[src/hdl/i2crl_pkg.sv]
// Shared types, codes and helper functions for the I2C register reader.
`timescale 1ns / 1ps

package i2crl_pkg;

    // Input op codes
    localparam logic [2:0] OP_TICK  = 3'd0;
    localparam logic [2:0] OP_WRITE = 3'd1;
    localparam logic [2:0] OP_READ  = 3'd2;
    localparam logic [2:0] OP_READ2 = 3'd3;
    localparam logic [2:0] OP_LUX   = 3'd4;

    // Bus segment codes
    localparam logic [3:0] SEG_START  = 4'd0;
    localparam logic [3:0] SEG_ADDR_W = 4'd1;
    localparam logic [3:0] SEG_REG1   = 4'd2;
    localparam logic [3:0] SEG_DATA   = 4'd3;
    localparam logic [3:0] SEG_ADDR_R = 4'd4;
    localparam logic [3:0] SEG_RECV1  = 4'd5;
    localparam logic [3:0] SEG_REG2   = 4'd6;
    localparam logic [3:0] SEG_RECV2  = 4'd7;
    localparam logic [3:0] SEG_STOP   = 4'd8;

    localparam logic [5:0] STEP_IDLE    = 6'd63;
    localparam logic [7:0] DEV_ADDR_RST = 8'd148;
    localparam logic [7:0] LUX_REG_EXP  = 8'h03;
    localparam logic [7:0] LUX_REG_MANT = 8'h04;
    localparam logic [3:0] LUX_EXP_MAX  = 4'hE;
    localparam int         LUX_W        = 28;

    // One classified input transaction
    typedef struct packed {
        logic       cmd;
        logic [2:0] kind;
        logic [7:0] reg1;
        logic [7:0] reg2;
        logic [7:0] wdata;
        logic       sda;
    } t_item;

    // Number of segments in the sequence of a transaction kind
    function automatic logic [5:0] seg_count(input logic [2:0] kind);
        logic [5:0] c;
        case (kind)
            OP_WRITE: c = 6'd5;
            OP_READ:  c = 6'd7;
            default:  c = 6'd13;
        endcase
        return c;
    endfunction

    // Segment code at a given step of a transaction kind
    function automatic logic [3:0] seg_of(input logic [2:0] kind, input logic [3:0] step);
        logic [3:0] s;
        s = SEG_START;
        case (kind)
            OP_WRITE: begin
                case (step)
                    4'd1:    s = SEG_ADDR_W;
                    4'd2:    s = SEG_REG1;
                    4'd3:    s = SEG_DATA;
                    4'd4:    s = SEG_STOP;
                    default: s = SEG_START;
                endcase
            end
            OP_READ: begin
                case (step)
                    4'd1:    s = SEG_ADDR_W;
                    4'd2:    s = SEG_REG1;
                    4'd4:    s = SEG_ADDR_R;
                    4'd5:    s = SEG_RECV1;
                    4'd6:    s = SEG_STOP;
                    default: s = SEG_START;
                endcase
            end
            default: begin
                case (step)
                    4'd1:    s = SEG_ADDR_W;
                    4'd2:    s = SEG_REG1;
                    4'd4:    s = SEG_ADDR_R;
                    4'd5:    s = SEG_RECV1;
                    4'd7:    s = SEG_ADDR_W;
                    4'd8:    s = SEG_REG2;
                    4'd10:   s = SEG_ADDR_R;
                    4'd11:   s = SEG_RECV2;
                    4'd12:   s = SEG_STOP;
                    default: s = SEG_START;
                endcase
            end
        endcase
        return s;
    endfunction

    // Light conversion: (mantissa << exponent) * 63
    function automatic logic [LUX_W-1:0] lux_of(input logic [7:0] first,
                                                  input logic [7:0] second);
        logic [3:0]       ex;
        logic [21:0]      m;
        logic [LUX_W-1:0] r;
        ex = first[7:4];
        if (ex == 4'd1) begin
            ex = 4'd0;
        end else if (ex > LUX_EXP_MAX) begin
            ex = LUX_EXP_MAX;
        end
        m = {14'd0, first[3:0], second[3:0]} << ex;
        r = {m, 6'd0} - {6'd0, m};
        return r;
    endfunction

endpackage

[src/hdl/i2c_register_reader_with_lux_convert.sv]
// Top level of the I2C register reader with light conversion.
//
// Input channel (i_valid / o_stall): one transaction is a tick that runs one
// bus phase, or a command (write reg, read reg, read two regs, read lux) that
// starts a bus sequence. A command seen while a sequence runs is rejected.
// Output channel (o_valid / i_stall): exactly one result per input
// transaction, carrying the SCL/SDA levels after that phase plus status,
// read bytes, NACK count and the converted light value.
// Configuration: i_cfg_we / i_cfg_data write the device address byte; write
// it only while no transaction is in flight.
// Throughput is one transaction per clock while the result is not stalled:
// a two-entry queue sits between the classifier and the sequencer, and the
// sequencer does one phase per clock into a result register that loads
// whenever it is empty or taken. Inputs pass a queue entry, then the result
// register. When i_stall holds, the result register keeps its value, the
// queue fills, and o_stall rises once both entries are occupied.
// Reset (synchronous, active low) empties the queue and result stage,
// returns the sequencer to idle with both lines released and restores the
// device address byte to its default.
`timescale 1ns / 1ps

module i2c_register_reader_with_lux_convert (
    input  logic                        i_clk,
    input  logic                        i_rst_n,
    input  logic                        i_cfg_we,
    input  logic [7:0]                  i_cfg_data,
    input  logic                        i_valid,
    output logic                        o_stall,
    input  logic [2:0]                  i_op,
    input  logic [7:0]                  i_reg_addr,
    input  logic [7:0]                  i_reg_addr_second,
    input  logic [7:0]                  i_write_data,
    input  logic                        i_sda_in,
    output logic                        o_valid,
    input  logic                        i_stall,
    output logic                        o_scl_level,
    output logic                        o_sda_release,
    output logic                        o_busy_res,
    output logic                        o_done_res,
    output logic                        o_rejected,
    output logic [7:0]                  o_read_first,
    output logic [7:0]                  o_read_second,
    output logic [2:0]                  o_nack_count,
    output logic [i2crl_pkg::LUX_W-1:0] o_lux_value
);
    import i2crl_pkg::*;

    t_item front_item;
    t_item q_item;
    logic  q_full;
    logic  q_valid;
    logic  q_pop;

    assign o_stall = q_full;

    i2crl_front u_front (
        .i_op              (i_op),
        .i_reg_addr        (i_reg_addr),
        .i_reg_addr_second (i_reg_addr_second),
        .i_write_data      (i_write_data),
        .i_sda_in          (i_sda_in),
        .o_item            (front_item)
    );

    i2crl_queue u_queue (
        .i_clk   (i_clk),
        .i_rst_n (i_rst_n),
        .i_push  (i_valid),
        .i_item  (front_item),
        .o_full  (q_full),
        .o_valid (q_valid),
        .i_pop   (q_pop),
        .o_item  (q_item)
    );

    i2crl_back u_back (
        .i_clk         (i_clk),
        .i_rst_n       (i_rst_n),
        .i_cfg_we      (i_cfg_we),
        .i_cfg_data    (i_cfg_data),
        .i_q_valid     (q_valid),
        .i_q_item      (q_item),
        .o_q_pop       (q_pop),
        .o_valid       (o_valid),
        .i_stall       (i_stall),
        .o_scl_level   (o_scl_level),
        .o_sda_release (o_sda_release),
        .o_busy_res    (o_busy_res),
        .o_done_res    (o_done_res),
        .o_rejected    (o_rejected),
        .o_read_first  (o_read_first),
        .o_read_second (o_read_second),
        .o_nack_count  (o_nack_count),
        .o_lux_value   (o_lux_value)
    );

endmodule

[src/hdl/i2crl_front.sv]
// Front end: classifies an incoming item as command or tick.
`timescale 1ns / 1ps

module i2crl_front (
    input  logic [2:0]      i_op,
    input  logic [7:0]      i_reg_addr,
    input  logic [7:0]      i_reg_addr_second,
    input  logic [7:0]      i_write_data,
    input  logic            i_sda_in,
    output i2crl_pkg::t_item o_item
);
    import i2crl_pkg::*;

    // Decode op; light read forces its fixed register pair
    always_comb begin
        o_item.kind  = i_op;
        o_item.reg1  = i_reg_addr;
        o_item.reg2  = i_reg_addr_second;
        o_item.wdata = i_write_data;
        o_item.sda   = i_sda_in;
        unique case (i_op) inside
            OP_WRITE, OP_READ, OP_READ2: begin
                o_item.cmd = 1'b1;
            end
            OP_LUX: begin
                o_item.cmd  = 1'b1;
                o_item.reg1 = LUX_REG_EXP;
                o_item.reg2 = LUX_REG_MANT;
            end
            default: begin
                o_item.cmd  = 1'b0;
                o_item.kind = OP_TICK;
            end
        endcase
    end

endmodule

[src/hdl/i2crl_queue.sv]
// Two-entry queue between the front end and the bus sequencer.
`timescale 1ns / 1ps

module i2crl_queue (
    input  logic             i_clk,
    input  logic             i_rst_n,
    input  logic             i_push,
    input  i2crl_pkg::t_item i_item,
    output logic             o_full,
    output logic             o_valid,
    input  logic             i_pop,
    output i2crl_pkg::t_item o_item
);
    import i2crl_pkg::*;

    t_item      r_mem [2];
    logic       r_wr_ptr;
    logic       r_rd_ptr;
    logic [1:0] r_count;
    logic       do_push;
    logic       do_pop;

    assign o_full  = (r_count == 2'd2);
    assign o_valid = (r_count != 2'd0);
    assign o_item  = r_mem[r_rd_ptr];
    assign do_push = i_push && !o_full;
    assign do_pop  = i_pop && o_valid;

    // Pointers and fill count
    always_ff @(posedge i_clk) begin
        if (!i_rst_n) begin
            r_wr_ptr <= 1'b0;
            r_rd_ptr <= 1'b0;
            r_count  <= 2'd0;
        end else begin
            if (do_push) begin
                r_wr_ptr <= ~r_wr_ptr;
            end
            if (do_pop) begin
                r_rd_ptr <= ~r_rd_ptr;
            end
            case ({do_push, do_pop})
                2'b10:   r_count <= r_count + 2'd1;
                2'b01:   r_count <= r_count - 2'd1;
                default: r_count <= r_count;
            endcase
        end
    end

    // Entry storage
    always_ff @(posedge i_clk) begin
        if (do_push) begin
            r_mem[r_wr_ptr] <= i_item;
        end
    end

endmodule

[src/hdl/i2crl_back.sv]
// Back end: bus phase sequencer and registered result stage.
`timescale 1ns / 1ps

module i2crl_back (
    input  logic                        i_clk,
    input  logic                        i_rst_n,
    input  logic                        i_cfg_we,
    input  logic [7:0]                  i_cfg_data,
    input  logic                        i_q_valid,
    input  i2crl_pkg::t_item            i_q_item,
    output logic                        o_q_pop,
    output logic                        o_valid,
    input  logic                        i_stall,
    output logic                        o_scl_level,
    output logic                        o_sda_release,
    output logic                        o_busy_res,
    output logic                        o_done_res,
    output logic                        o_rejected,
    output logic [7:0]                  o_read_first,
    output logic [7:0]                  o_read_second,
    output logic [2:0]                  o_nack_count,
    output logic [i2crl_pkg::LUX_W-1:0] o_lux_value
);
    import i2crl_pkg::*;

    // Sequencer state
    logic [7:0]  r_dev;
    logic [5:0]  r_step,  n_step;
    logic [1:0]  r_phase, n_phase;
    logic [3:0]  r_bit,   n_bit;
    logic [7:0]  r_shift, n_shift;
    logic [2:0]  r_kind,  n_kind;
    logic [23:0] r_held,  n_held;
    logic [15:0] r_rx,    n_rx;
    logic [2:0]  r_nack,  n_nack;
    logic        r_scl,   n_scl;
    logic        r_sda,   n_sda;
    logic        n_done;
    logic        n_rej;

    // Result stage
    logic        r_out_valid;
    logic        r_out_scl;
    logic        r_out_sda;
    logic        r_out_busy;
    logic        r_out_done;
    logic        r_out_rej;
    logic [15:0] r_out_rx;
    logic [2:0]  r_out_nack;
    logic        r_out_lux;

    logic        out_ready;
    logic        step_en;

    assign out_ready = !r_out_valid || !i_stall;
    assign step_en   = i_q_valid && out_ready;
    assign o_q_pop   = step_en;

    // One bus phase per tick; a command starts a sequence or is rejected
    always_comb begin
        logic       busy;
        logic [5:0] cnt;
        logic [5:0] step_inc;
        logic [3:0] seg;
        logic       recv;
        logic [7:0] src;
        logic [7:0] sh;
        n_step  = r_step;
        n_phase = r_phase;
        n_bit   = r_bit;
        n_shift = r_shift;
        n_kind  = r_kind;
        n_held  = r_held;
        n_rx    = r_rx;
        n_nack  = r_nack;
        n_scl   = r_scl;
        n_sda   = r_sda;
        n_done  = 1'b0;
        n_rej   = 1'b0;
        busy     = (r_step != STEP_IDLE);
        cnt      = seg_count(r_kind);
        step_inc = r_step + 6'd1;
        seg      = seg_of(r_kind, r_step[3:0]);
        recv     = (seg == SEG_RECV1) || (seg == SEG_RECV2);
        case (seg)
            SEG_ADDR_W: src = r_dev;
            SEG_ADDR_R: src = r_dev + 8'd1;
            SEG_REG1:   src = r_held[7:0];
            SEG_REG2:   src = r_held[15:8];
            default:    src = r_held[23:16];
        endcase
        sh = r_shift;

        if (i_q_item.cmd) begin
            if (busy) begin
                n_rej = 1'b1;
            end else begin
                n_kind  = i_q_item.kind;
                n_held  = {i_q_item.wdata, i_q_item.reg2, i_q_item.reg1};
                n_rx    = 16'd0;
                n_nack  = 3'd0;
                n_step  = 6'd0;
                n_bit   = 4'd0;
                n_phase = 2'd0;
                n_shift = 8'd0;
                n_scl   = 1'b1;
                n_sda   = 1'b1;
            end
        end else if (!busy) begin
            n_scl = 1'b1;
            n_sda = 1'b1;
        end else if (r_step >= cnt) begin
            n_step = STEP_IDLE;
            n_scl  = 1'b1;
            n_sda  = 1'b1;
        end else begin
            unique case (seg)
                SEG_START: begin
                    n_scl = (r_phase == 2'd1) || (r_phase == 2'd2);
                    n_sda = (r_phase <= 2'd1);
                    if (r_phase == 2'd3) begin
                        n_step  = (step_inc >= cnt) ? STEP_IDLE : step_inc;
                        n_bit   = 4'd0;
                        n_phase = 2'd0;
                    end else begin
                        n_phase = r_phase + 2'd1;
                    end
                end
                SEG_STOP: begin
                    n_scl = (r_phase >= 2'd1);
                    n_sda = (r_phase >= 2'd2);
                    if (r_phase >= 2'd2) begin
                        n_step  = STEP_IDLE;
                        n_bit   = 4'd0;
                        n_phase = 2'd0;
                        n_done  = 1'b1;
                    end else begin
                        n_phase = r_phase + 2'd1;
                    end
                end
                default: begin
                    // Byte slot: load shifter on the first phase of bit one
                    if (r_bit == 4'd0 && r_phase == 2'd0) begin
                        sh = recv ? 8'd0 : src;
                    end
                    n_shift = sh;
                    n_scl   = (r_phase != 2'd0);
                    n_sda   = (r_bit < 4'd8 && !recv) ? sh[7] : 1'b1;
                    if (r_phase < 2'd2) begin
                        n_phase = r_phase + 2'd1;
                    end else if (r_bit < 4'd8) begin
                        n_shift = {sh[6:0], recv ? i_q_item.sda : 1'b0};
                        n_bit   = r_bit + 4'd1;
                        n_phase = 2'd0;
                    end else begin
                        if (seg == SEG_RECV1) begin
                            n_rx[7:0] = sh;
                        end else if (seg == SEG_RECV2) begin
                            n_rx[15:8] = sh;
                        end else if (i_q_item.sda && r_nack != 3'd7) begin
                            n_nack = r_nack + 3'd1;
                        end
                        n_step  = (step_inc >= cnt) ? STEP_IDLE : step_inc;
                        n_bit   = 4'd0;
                        n_phase = 2'd0;
                    end
                end
            endcase
        end
    end

    // Sequencer and configuration registers
    always_ff @(posedge i_clk) begin
        if (!i_rst_n) begin
            r_dev   <= DEV_ADDR_RST;
            r_step  <= STEP_IDLE;
            r_phase <= 2'd0;
            r_bit   <= 4'd0;
            r_shift <= 8'd0;
            r_kind  <= OP_TICK;
            r_held  <= 24'd0;
            r_rx    <= 16'd0;
            r_nack  <= 3'd0;
            r_scl   <= 1'b1;
            r_sda   <= 1'b1;
        end else begin
            if (i_cfg_we) begin
                r_dev <= i_cfg_data;
            end
            if (step_en) begin
                r_step  <= n_step;
                r_phase <= n_phase;
                r_bit   <= n_bit;
                r_shift <= n_shift;
                r_kind  <= n_kind;
                r_held  <= n_held;
                r_rx    <= n_rx;
                r_nack  <= n_nack;
                r_scl   <= n_scl;
                r_sda   <= n_sda;
            end
        end
    end

    // Result register; loads whenever it is empty or being taken
    always_ff @(posedge i_clk) begin
        if (!i_rst_n) begin
            r_out_valid <= 1'b0;
        end else if (out_ready) begin
            r_out_valid <= i_q_valid;
        end
    end

    always_ff @(posedge i_clk) begin
        if (step_en) begin
            r_out_scl  <= n_scl;
            r_out_sda  <= n_sda;
            r_out_busy <= (n_step != STEP_IDLE);
            r_out_done <= n_done;
            r_out_rej  <= n_rej;
            r_out_rx   <= n_rx;
            r_out_nack <= n_nack;
            r_out_lux  <= (n_kind == OP_LUX);
        end
    end

    assign o_valid       = r_out_valid;
    assign o_scl_level   = r_out_scl;
    assign o_sda_release = r_out_sda;
    assign o_busy_res    = r_out_busy;
    assign o_done_res    = r_out_done;
    assign o_rejected    = r_out_rej;
    assign o_read_first  = r_out_rx[7:0];
    assign o_read_second = r_out_rx[15:8];
    assign o_nack_count  = r_out_nack;
    assign o_lux_value   = r_out_lux ? lux_of(r_out_rx[7:0], r_out_rx[15:8]) : '0;

endmodule

[config.mk]
export PLATFORM = sky130hd
export DESIGN_NAME = i2c_register_reader_with_lux_convert
export DESIGN_NICKNAME = d
export VERILOG_FILES = /design/src/hdl/i2crl_pkg.sv /design/src/hdl/i2c_register_reader_with_lux_convert.sv /design/src/hdl/i2crl_front.sv /design/src/hdl/i2crl_queue.sv /design/src/hdl/i2crl_back.sv
export SDC_FILE = /design/constraint.sdc
export NUM_CORES = 1
export LEC_CHECK = 0
export ABC_AREA = 1
export BUFFER_PORTS_ARGS = -buffer_cell sky130_fd_sc_hd__buf_2
export CAP_MARGIN = 30
export CORE_MARGIN = 2
export CORE_UTILIZATION = 55
export CTS_CLUSTER_DIAMETER = 30
export DETAILED_ROUTE_END_ITERATION = 12
export GPL_TIMING_DRIVEN = 0
export PLACE_DENSITY = 0.74
export SETUP_SLACK_MARGIN = 0.2
export SLEW_MARGIN = 30
export SYNTH_ARGS = -nofsm -noshare
export SYNTH_HDL_FRONTEND = slang
export SYNTH_HIERARCHICAL = 1
export SYNTH_SLANG_ARGS = --single-unit
[constraint.sdc]
create_clock -name i_clk -period 4.4 [get_ports i_clk]
set_input_delay 0 -clock i_clk [delete_from_list [all_inputs] [get_ports i_clk]]
set_output_delay 0 -clock i_clk [all_outputs]
set_load 0.02 [all_outputs]
; Word level (Yosys, flattened, before mapping)
; Memory sizes are Yosys's and may differ from the RTL's. A register that Yosys moved wholly into a read port is not among the register bits.
; Index checks and enable logic that the tools add are counted.
[word_totals]
ff_bits = 106
n_memories = 2
mem_bits_ro = 64
wordCells = 199
output_inout_bits = 54
inputBits = 41
ramBits = 58
[classes]
eq_ne = 36
reduce_logical = 27
add_sub_neg = 8
mux = 90
n_shift = 1
bitwise = 4
order_cmp = 8
[memory_table]
columns = memory, words, word_bits, rd, rd_clocked_by_memory_dff, wr, line
row1 = (no name shown), 16, 4, 1, 1, 0, i2crl_pkg.sv:77  ; case (step)
row2 = u_queue.r_mem, 2, 29, 1, 1, 1, i2crl_queue.sv:16  ; t_item r_mem [2];
[op_table]
columns = op, n
row1 = 16-bit two-way mux, 8
row2 = 8-bit two-way mux, 12
row3 = 6-bit two-way mux, 9
row4 = 4-bit two-way mux, 12
row5 = 3-bit two-way mux, 13
row6 = 8-bit one-hot mux with 4 select lines, 1
row7 = "4-bit by 3-bit equality test with 1-bit output, second input constant", 7
row8 = 28-bit two-way mux, 1
row9 = 28-bit by 22-bit subtractor with 28-bit output, 1
row10 = 4-bit one-hot mux with 2 select lines, 3
row11 = 8-bit by 4-bit left shift with 22-bit output, 1
row12 = 4-bit one-hot mux with 5 select lines, 1
row13 = 1-bit two-way mux, 17
row14 = 4-bit one-hot mux with 4 select lines, 1
row15 = 2-bit two-way mux, 7
row16 = "4-bit by 1-bit equality test with 1-bit output, second input constant", 3
row17 = "4-bit by 2-bit equality test with 1-bit output, second input constant", 3
row18 = 6-bit by 4-bit greater-or-equal comparator with 1-bit output, 2
row19 = "6-bit inequality test, second input constant", 2
row20 = 6-bit one-hot mux with 2 select lines, 1
row21 = "3-bit by 2-bit equality test with 1-bit output, second input constant", 3
row22 = "8-bit by 1-bit adder with 8-bit output, second input constant", 1
row23 = "2-bit equality test, second input constant", 4
row24 = 4-bit zero test, 2
row25 = other kinds (34), 59

; Depth between registers and ports, before layout
[logic_depth]
depth_word = 15
ltp_mapped = 25
ltp_nobuf = 24

; Hierarchy
; The synthesis kept the hierarchy.
[by_module_without_submodules]
columns = module, n_inst, seq_area_each_um2, cells_each, area_each_um2
row1 = i2crl_back, 1, 2372.3, 1321, 8450.6
row2 = i2crl_queue, 1, 1841.8, 128, 2376.0
row3 = i2crl_front, 1, 0.0, 51, 281.5

; Worst setup path after synthesis
; OpenSTA, ideal clock, no wires.
[synth_timing]
path_kind = register to output
from = reg u_back.r_out_rx[6]
to = out o_lux_value[20] (netlist name)
arrival_time_ns = 3.198
path_stages_with_launch = 20
setup_slack_ns = 1.202
required_time_ns = 4.400
n_path_buf = 1
path_cell_list = edfxtp_1 > buf_6 > nand3_2 > nand2_2 > nor2_8 > nand2_1 > nand2_1 > nand2_1 > a21oi_1 > a31oi_1 > nor2_1 > inv_1 > ha_1 > a21oi_1 > nor2_1 > nor2_1 > nor2_1 > a2111oi_0 > a21oi_1 > nor2_1
[synth_via]
elab_chain_len = 6
elab_cells_between_ends = 7
cone_classes = 1 x add/sub / 1 x order compare / 1 x eq/ne / 1 x shift / 3 x mux
[synth_rtl]
columns = item, line
row1 = start: declaration, i2crl_back.sv:48  ; logic [15:0] r_out_rx;
row2 = start signal: assignment, i2crl_back.sv:221  ; r_out_rx <= n_rx;
row3 = 4-bit greater-than comparator, i2crl_pkg.sv:103  ; end else if (ex > LUX_EXP_MAX) begin
row4 = 4-bit two-way mux, i2crl_pkg.sv:103
row5 = 4-bit two-way mux *, i2crl_pkg.sv:101  ; if (ex == 4'd1) begin
row6 = 8-bit by 4-bit left shift with 22-bit output *, i2crl_pkg.sv:106  ; m = {14'd0, first[3:0], second[3:0]} << ex;
row7 = 28-bit by 22-bit subtractor with 28-bit output *, i2crl_pkg.sv:107  ; r = {m, 6'd0} - {6'd0, m};
row8 = 28-bit two-way mux *, i2crl_back.sv:236  ; assign o_lux_value = r_out_lux ? lux_of(r_out_rx[7:0], r_out_rx[15:8]) : '0;
row9 = end: declaration, i2c_register_reader_with_lux_convert.sv:44  ; output logic [i2crl_pkg::LUX_W-1:0] o_lux_value
; Mark *: on every way between the ends. The rest lies on a longest branch, timed or not.

; Worst setup path in the final report
[layout_timing]
from = reg u_back.r_out_rx[6]
to = out o_lux_value[22] (netlist name)
; Same word-level chain as after synthesis.

==> results.md <==
* ANT nets after route at 0
* Reg clk slew, reported paths at 0.07 ns
* Io pins at 95
* Global-route wire length before repair at 48900 um
* DR vias at 10600
* Initial DRC count at 1024
* Antenna fix cells at 0
* FF-to-FF End: u_queue/r_count[1]$_SDFFE_PN0P_
* Worst-margin pin slew at 0.830 ns
* Critical path arrival at 3.91 ns
* Post-synth top flop: dfxtp_1
* Post-DP HPWL at 22100 um
* Register bit count reported by yosys at 169
* Final setup viols at 0
* Clk root buf: clkbuf_16
* Share of cells above drive strength 1 at 16.7%
* Netlist cell types at 55
* Final core occ at 66.3%
* Syn. warnings at 6
* CTS H-tree lvls at 4
* Largest net degree at the start of global routing at 37
* Final Skew at 0.0139 ns
* Max-cap violations at 0
* Layout Nets at 1734
* Seq/Total Area, Yosys at 37.9%
* Hold_sp: i_cfg_we
* Worst R2R Setup Slack at 1.09 ns
* Place WS at 0.548 ns
* Critical Path Max Stage Delay at 0.42 ns
* Slew Viols, Final at 0
* Inst Count DP at 1851
* Crit path launch type: flop
* Worst slew margin at 44.6%
* Worst Reg-to-Reg Cells at 14
* Cell count after synthesis at 1500
* Overflow left after global routing at 0
* Clk sinks at 169
* EDFF count, synth at 83
* Synth top area cells: edfxtp_1 22%, dfxtp_1 15%, nand2_1 11%
* Clk_lat worst skew at 0.44 ns
* Syn_area_per_cell at 7.41 um^2
* Max frequency at 256 MHz
* Core Region at 0.0197 mm^2
* Outcome: complete, no violations
* Total negative slack at 0 ns
* Count leader, synth: nand2_1
* Post-Synthesis Cell Area at 0.0111 mm^2
* Detailed Routing Iterations Pass 1 at 6
* HP Class: in -> reg
* Worst Hold End: u_back/r_dev[4]$_SDFFE_PN1P_
* Hold Path Depth at 3
* Worst Path Required at 4.40 ns
* DR vias/cell at 5.47
* Die width at 146 um
* Yosys top cell area share at 22.4%
* Vias in the first global route at 9879
* Fill cells at 1689
* Cell taking the most area after synthesis: edfxtp_1
* Clk buf depth at 2
* Reg-to-reg startpoint: u_queue/r_count[0]$_SDFFE_PN0P_
* Most frequent cells after synthesis: 327 x nand2_1, 195 x inv_1, 183 x nor2_1
* Final min period at 3.91 ns
* Antenna violations before repair at 0
* Period utilization at 88.9%
* Footprint of the multi-input gates at 0.00586 mm^2
* Drt total wl at 30100 um
* CP Class: reg -> out
* Reg area at 0.00421 mm^2
* Post-Syn Nets at 1581
* Slowest CP cell: edfxtp_1
* Port buffer count at 85
* Crit end category: output port
* Final GP Congestion at 0.963
* RSZ-0062 raised after global routing: no
* Inserted Clock Buffers at 17
* PnR worst setup slack at 0.489 ns
* DR WL/cell at 15.6 um
* DIE AREA at 0.0213 mm^2
* Critical-path cell list: buf_6 -> nand3_2 -> nand2_2 -> nor2_8 -> nand2_1 -> nand2_1 -> nand2_1 -> a21oi_1 -> a31oi_2 -> nor2_2 -> ha_1 -> a21oi_1 -> a21boi_0 -> nand2_1 -> a21oi_1 -> a21oi_1 -> nor2_1 -> buf_2
* Layout area overhead at 17.4%
* CTS tree: built
* Asr flop ratio synth at 0%
* DRC at 0
* GRT Total Usage at 28.3%
* Die Ht at 146 um
* CP max FO at 8
* Placement Rows at 51
* Starting Density at 56.5%
* Non-filler instance count after layout at 1931
* Final Hold Fails at 0
-- worst max-delay path, delay by kind of cell, from the launching register on --
kind | cells | cell delay [ns]
adder cells (fa/ha/maj) | 1 | 0.35
AO/OA/AOI/OAI | 6 | 1.14
buffers and inverters | 2 | 0.35
flip-flops | 1 | 0.42
AND/OR/NAND/NOR | 9 | 1.20
-- worst max path at each step --
stage	start	to	slack, ns	cells after the start
global route	u_back/r_out_rx[5]$_DFFE_PP_	o_lux_value[26]	0.20	24
finish	u_back/r_out_rx[6]$_DFFE_PP_	o_lux_value[22]	0.49	18
CTS	u_back/r_out_rx[6]$_DFFE_PP_	o_lux_value[20]	0.26	20
detailed placement	u_back/r_out_rx[5]$_DFFE_PP_	o_lux_value[20]	0.55	20
global placement	u_back/r_out_rx[5]$_DFFE_PP_	o_lux_value[20]	0.59	20
floorplan	u_back/r_out_rx[6]$_DFFE_PP_	o_lux_value[20]	1.20	19
-- state kept, by name, summed over array words and instances (netlist names), 4 cells and up, named ones only --
name	cells
u_back/r_bit	4
u_back/r_dev	8
u_back/r_held	24
u_back/r_out_rx	16
u_back/r_rx	16
u_back/r_shift	8
u_back/r_step	6
u_queue/r_mem	58
-- per-stage QoR --
stage / area (um^2) / hold slack, ns
2_1_floorplan: 11100 / 0.121
3_3_place_gp: 11900 / 0.185
3_5_place_dp: 11900 / 0.189
4_1_cts: 13000 / 0.0696
5_1_grt: 13000 / 0.107
6_report: 13000 / 0.0827
-- cells in the final DEF, fill, tap and decap left out, types with 6 or more instances in the layout --
| cell type | count |
|---|---|
| o21ai_1 | 19 |
| inv_2 | 13 |
| nor2_4 | 12 |
| buf_4 | 11 |
| mux2_4 | 10 |
| buf_2 | 92 |
| clkbuf_1 | 23 |
| nand2_2 | 14 |
| nor2_1 | 179 |
| edfxtp_1 | 83 |
| a21oi_1 | 103 |
| nand2_4 | 6 |
| clkbuf_16 | 17 |
| ha_1 | 39 |
| nand2_1 | 327 |
| dlygate4sd3_1 | 47 |
| nor2_2 | 25 |
| inv_1 | 194 |
| nand3_1 | 122 |
| xor2_1 | 7 |
| o21ai_0 | 72 |
| nand4_1 | 12 |
| o211ai_1 | 22 |
| dfxtp_1 | 86 |
| mux2_2 | 19 |
| nand3_2 | 12 |
| nand3b_1 | 8 |
-- repair_timing --
action | 4_1_cts | 5_1_grt
resized for setup | 2 | 13
hold buffers | 47 | 0
gates cloned | 0 | 0
endpoints found under the setup margin | 1 | 10
setup buffers | 0 | 1
hold endpoints to repair | 70 | 0
-- cell families after synthesis --
family                     Yosys count  share of synthesized area (%)
AOI/OAI and AO/OA                  257                           13.0
DFF                                169                           37.9
and+or+nand+nor                    733                           30.6
buffers and inverters              262                           9.82
xor gates and xnor gates            10                          0.789
adders and majority gates           40                           4.57
muxes                               29                           3.28
-- final cells by class --
class | count | area share [%]
multi-input combinational | 1069 | 44.9
buffer | 52 | 2.28
timing repair buffer | 134 | 7.14
clock inverter | 15 | 1.41
inverter | 210 | 6.10
sequential | 169 | 32.3
tap | 265 | 2.54
clock buffer | 17 | 3.26
-- layer usage --
layer	vias to the layer above	GRT usage [%]	share of wire, %
met3	45	4.66	7.2
met5	-	0	0
met4	0	7.38	1.6
li1	5231	-	-
met2	402	46.0	46
met1	4890	39.5	45
Power is not shown: default switching activity piles up to over one toggle a cycle in this logic, so the estimate is an artifact.
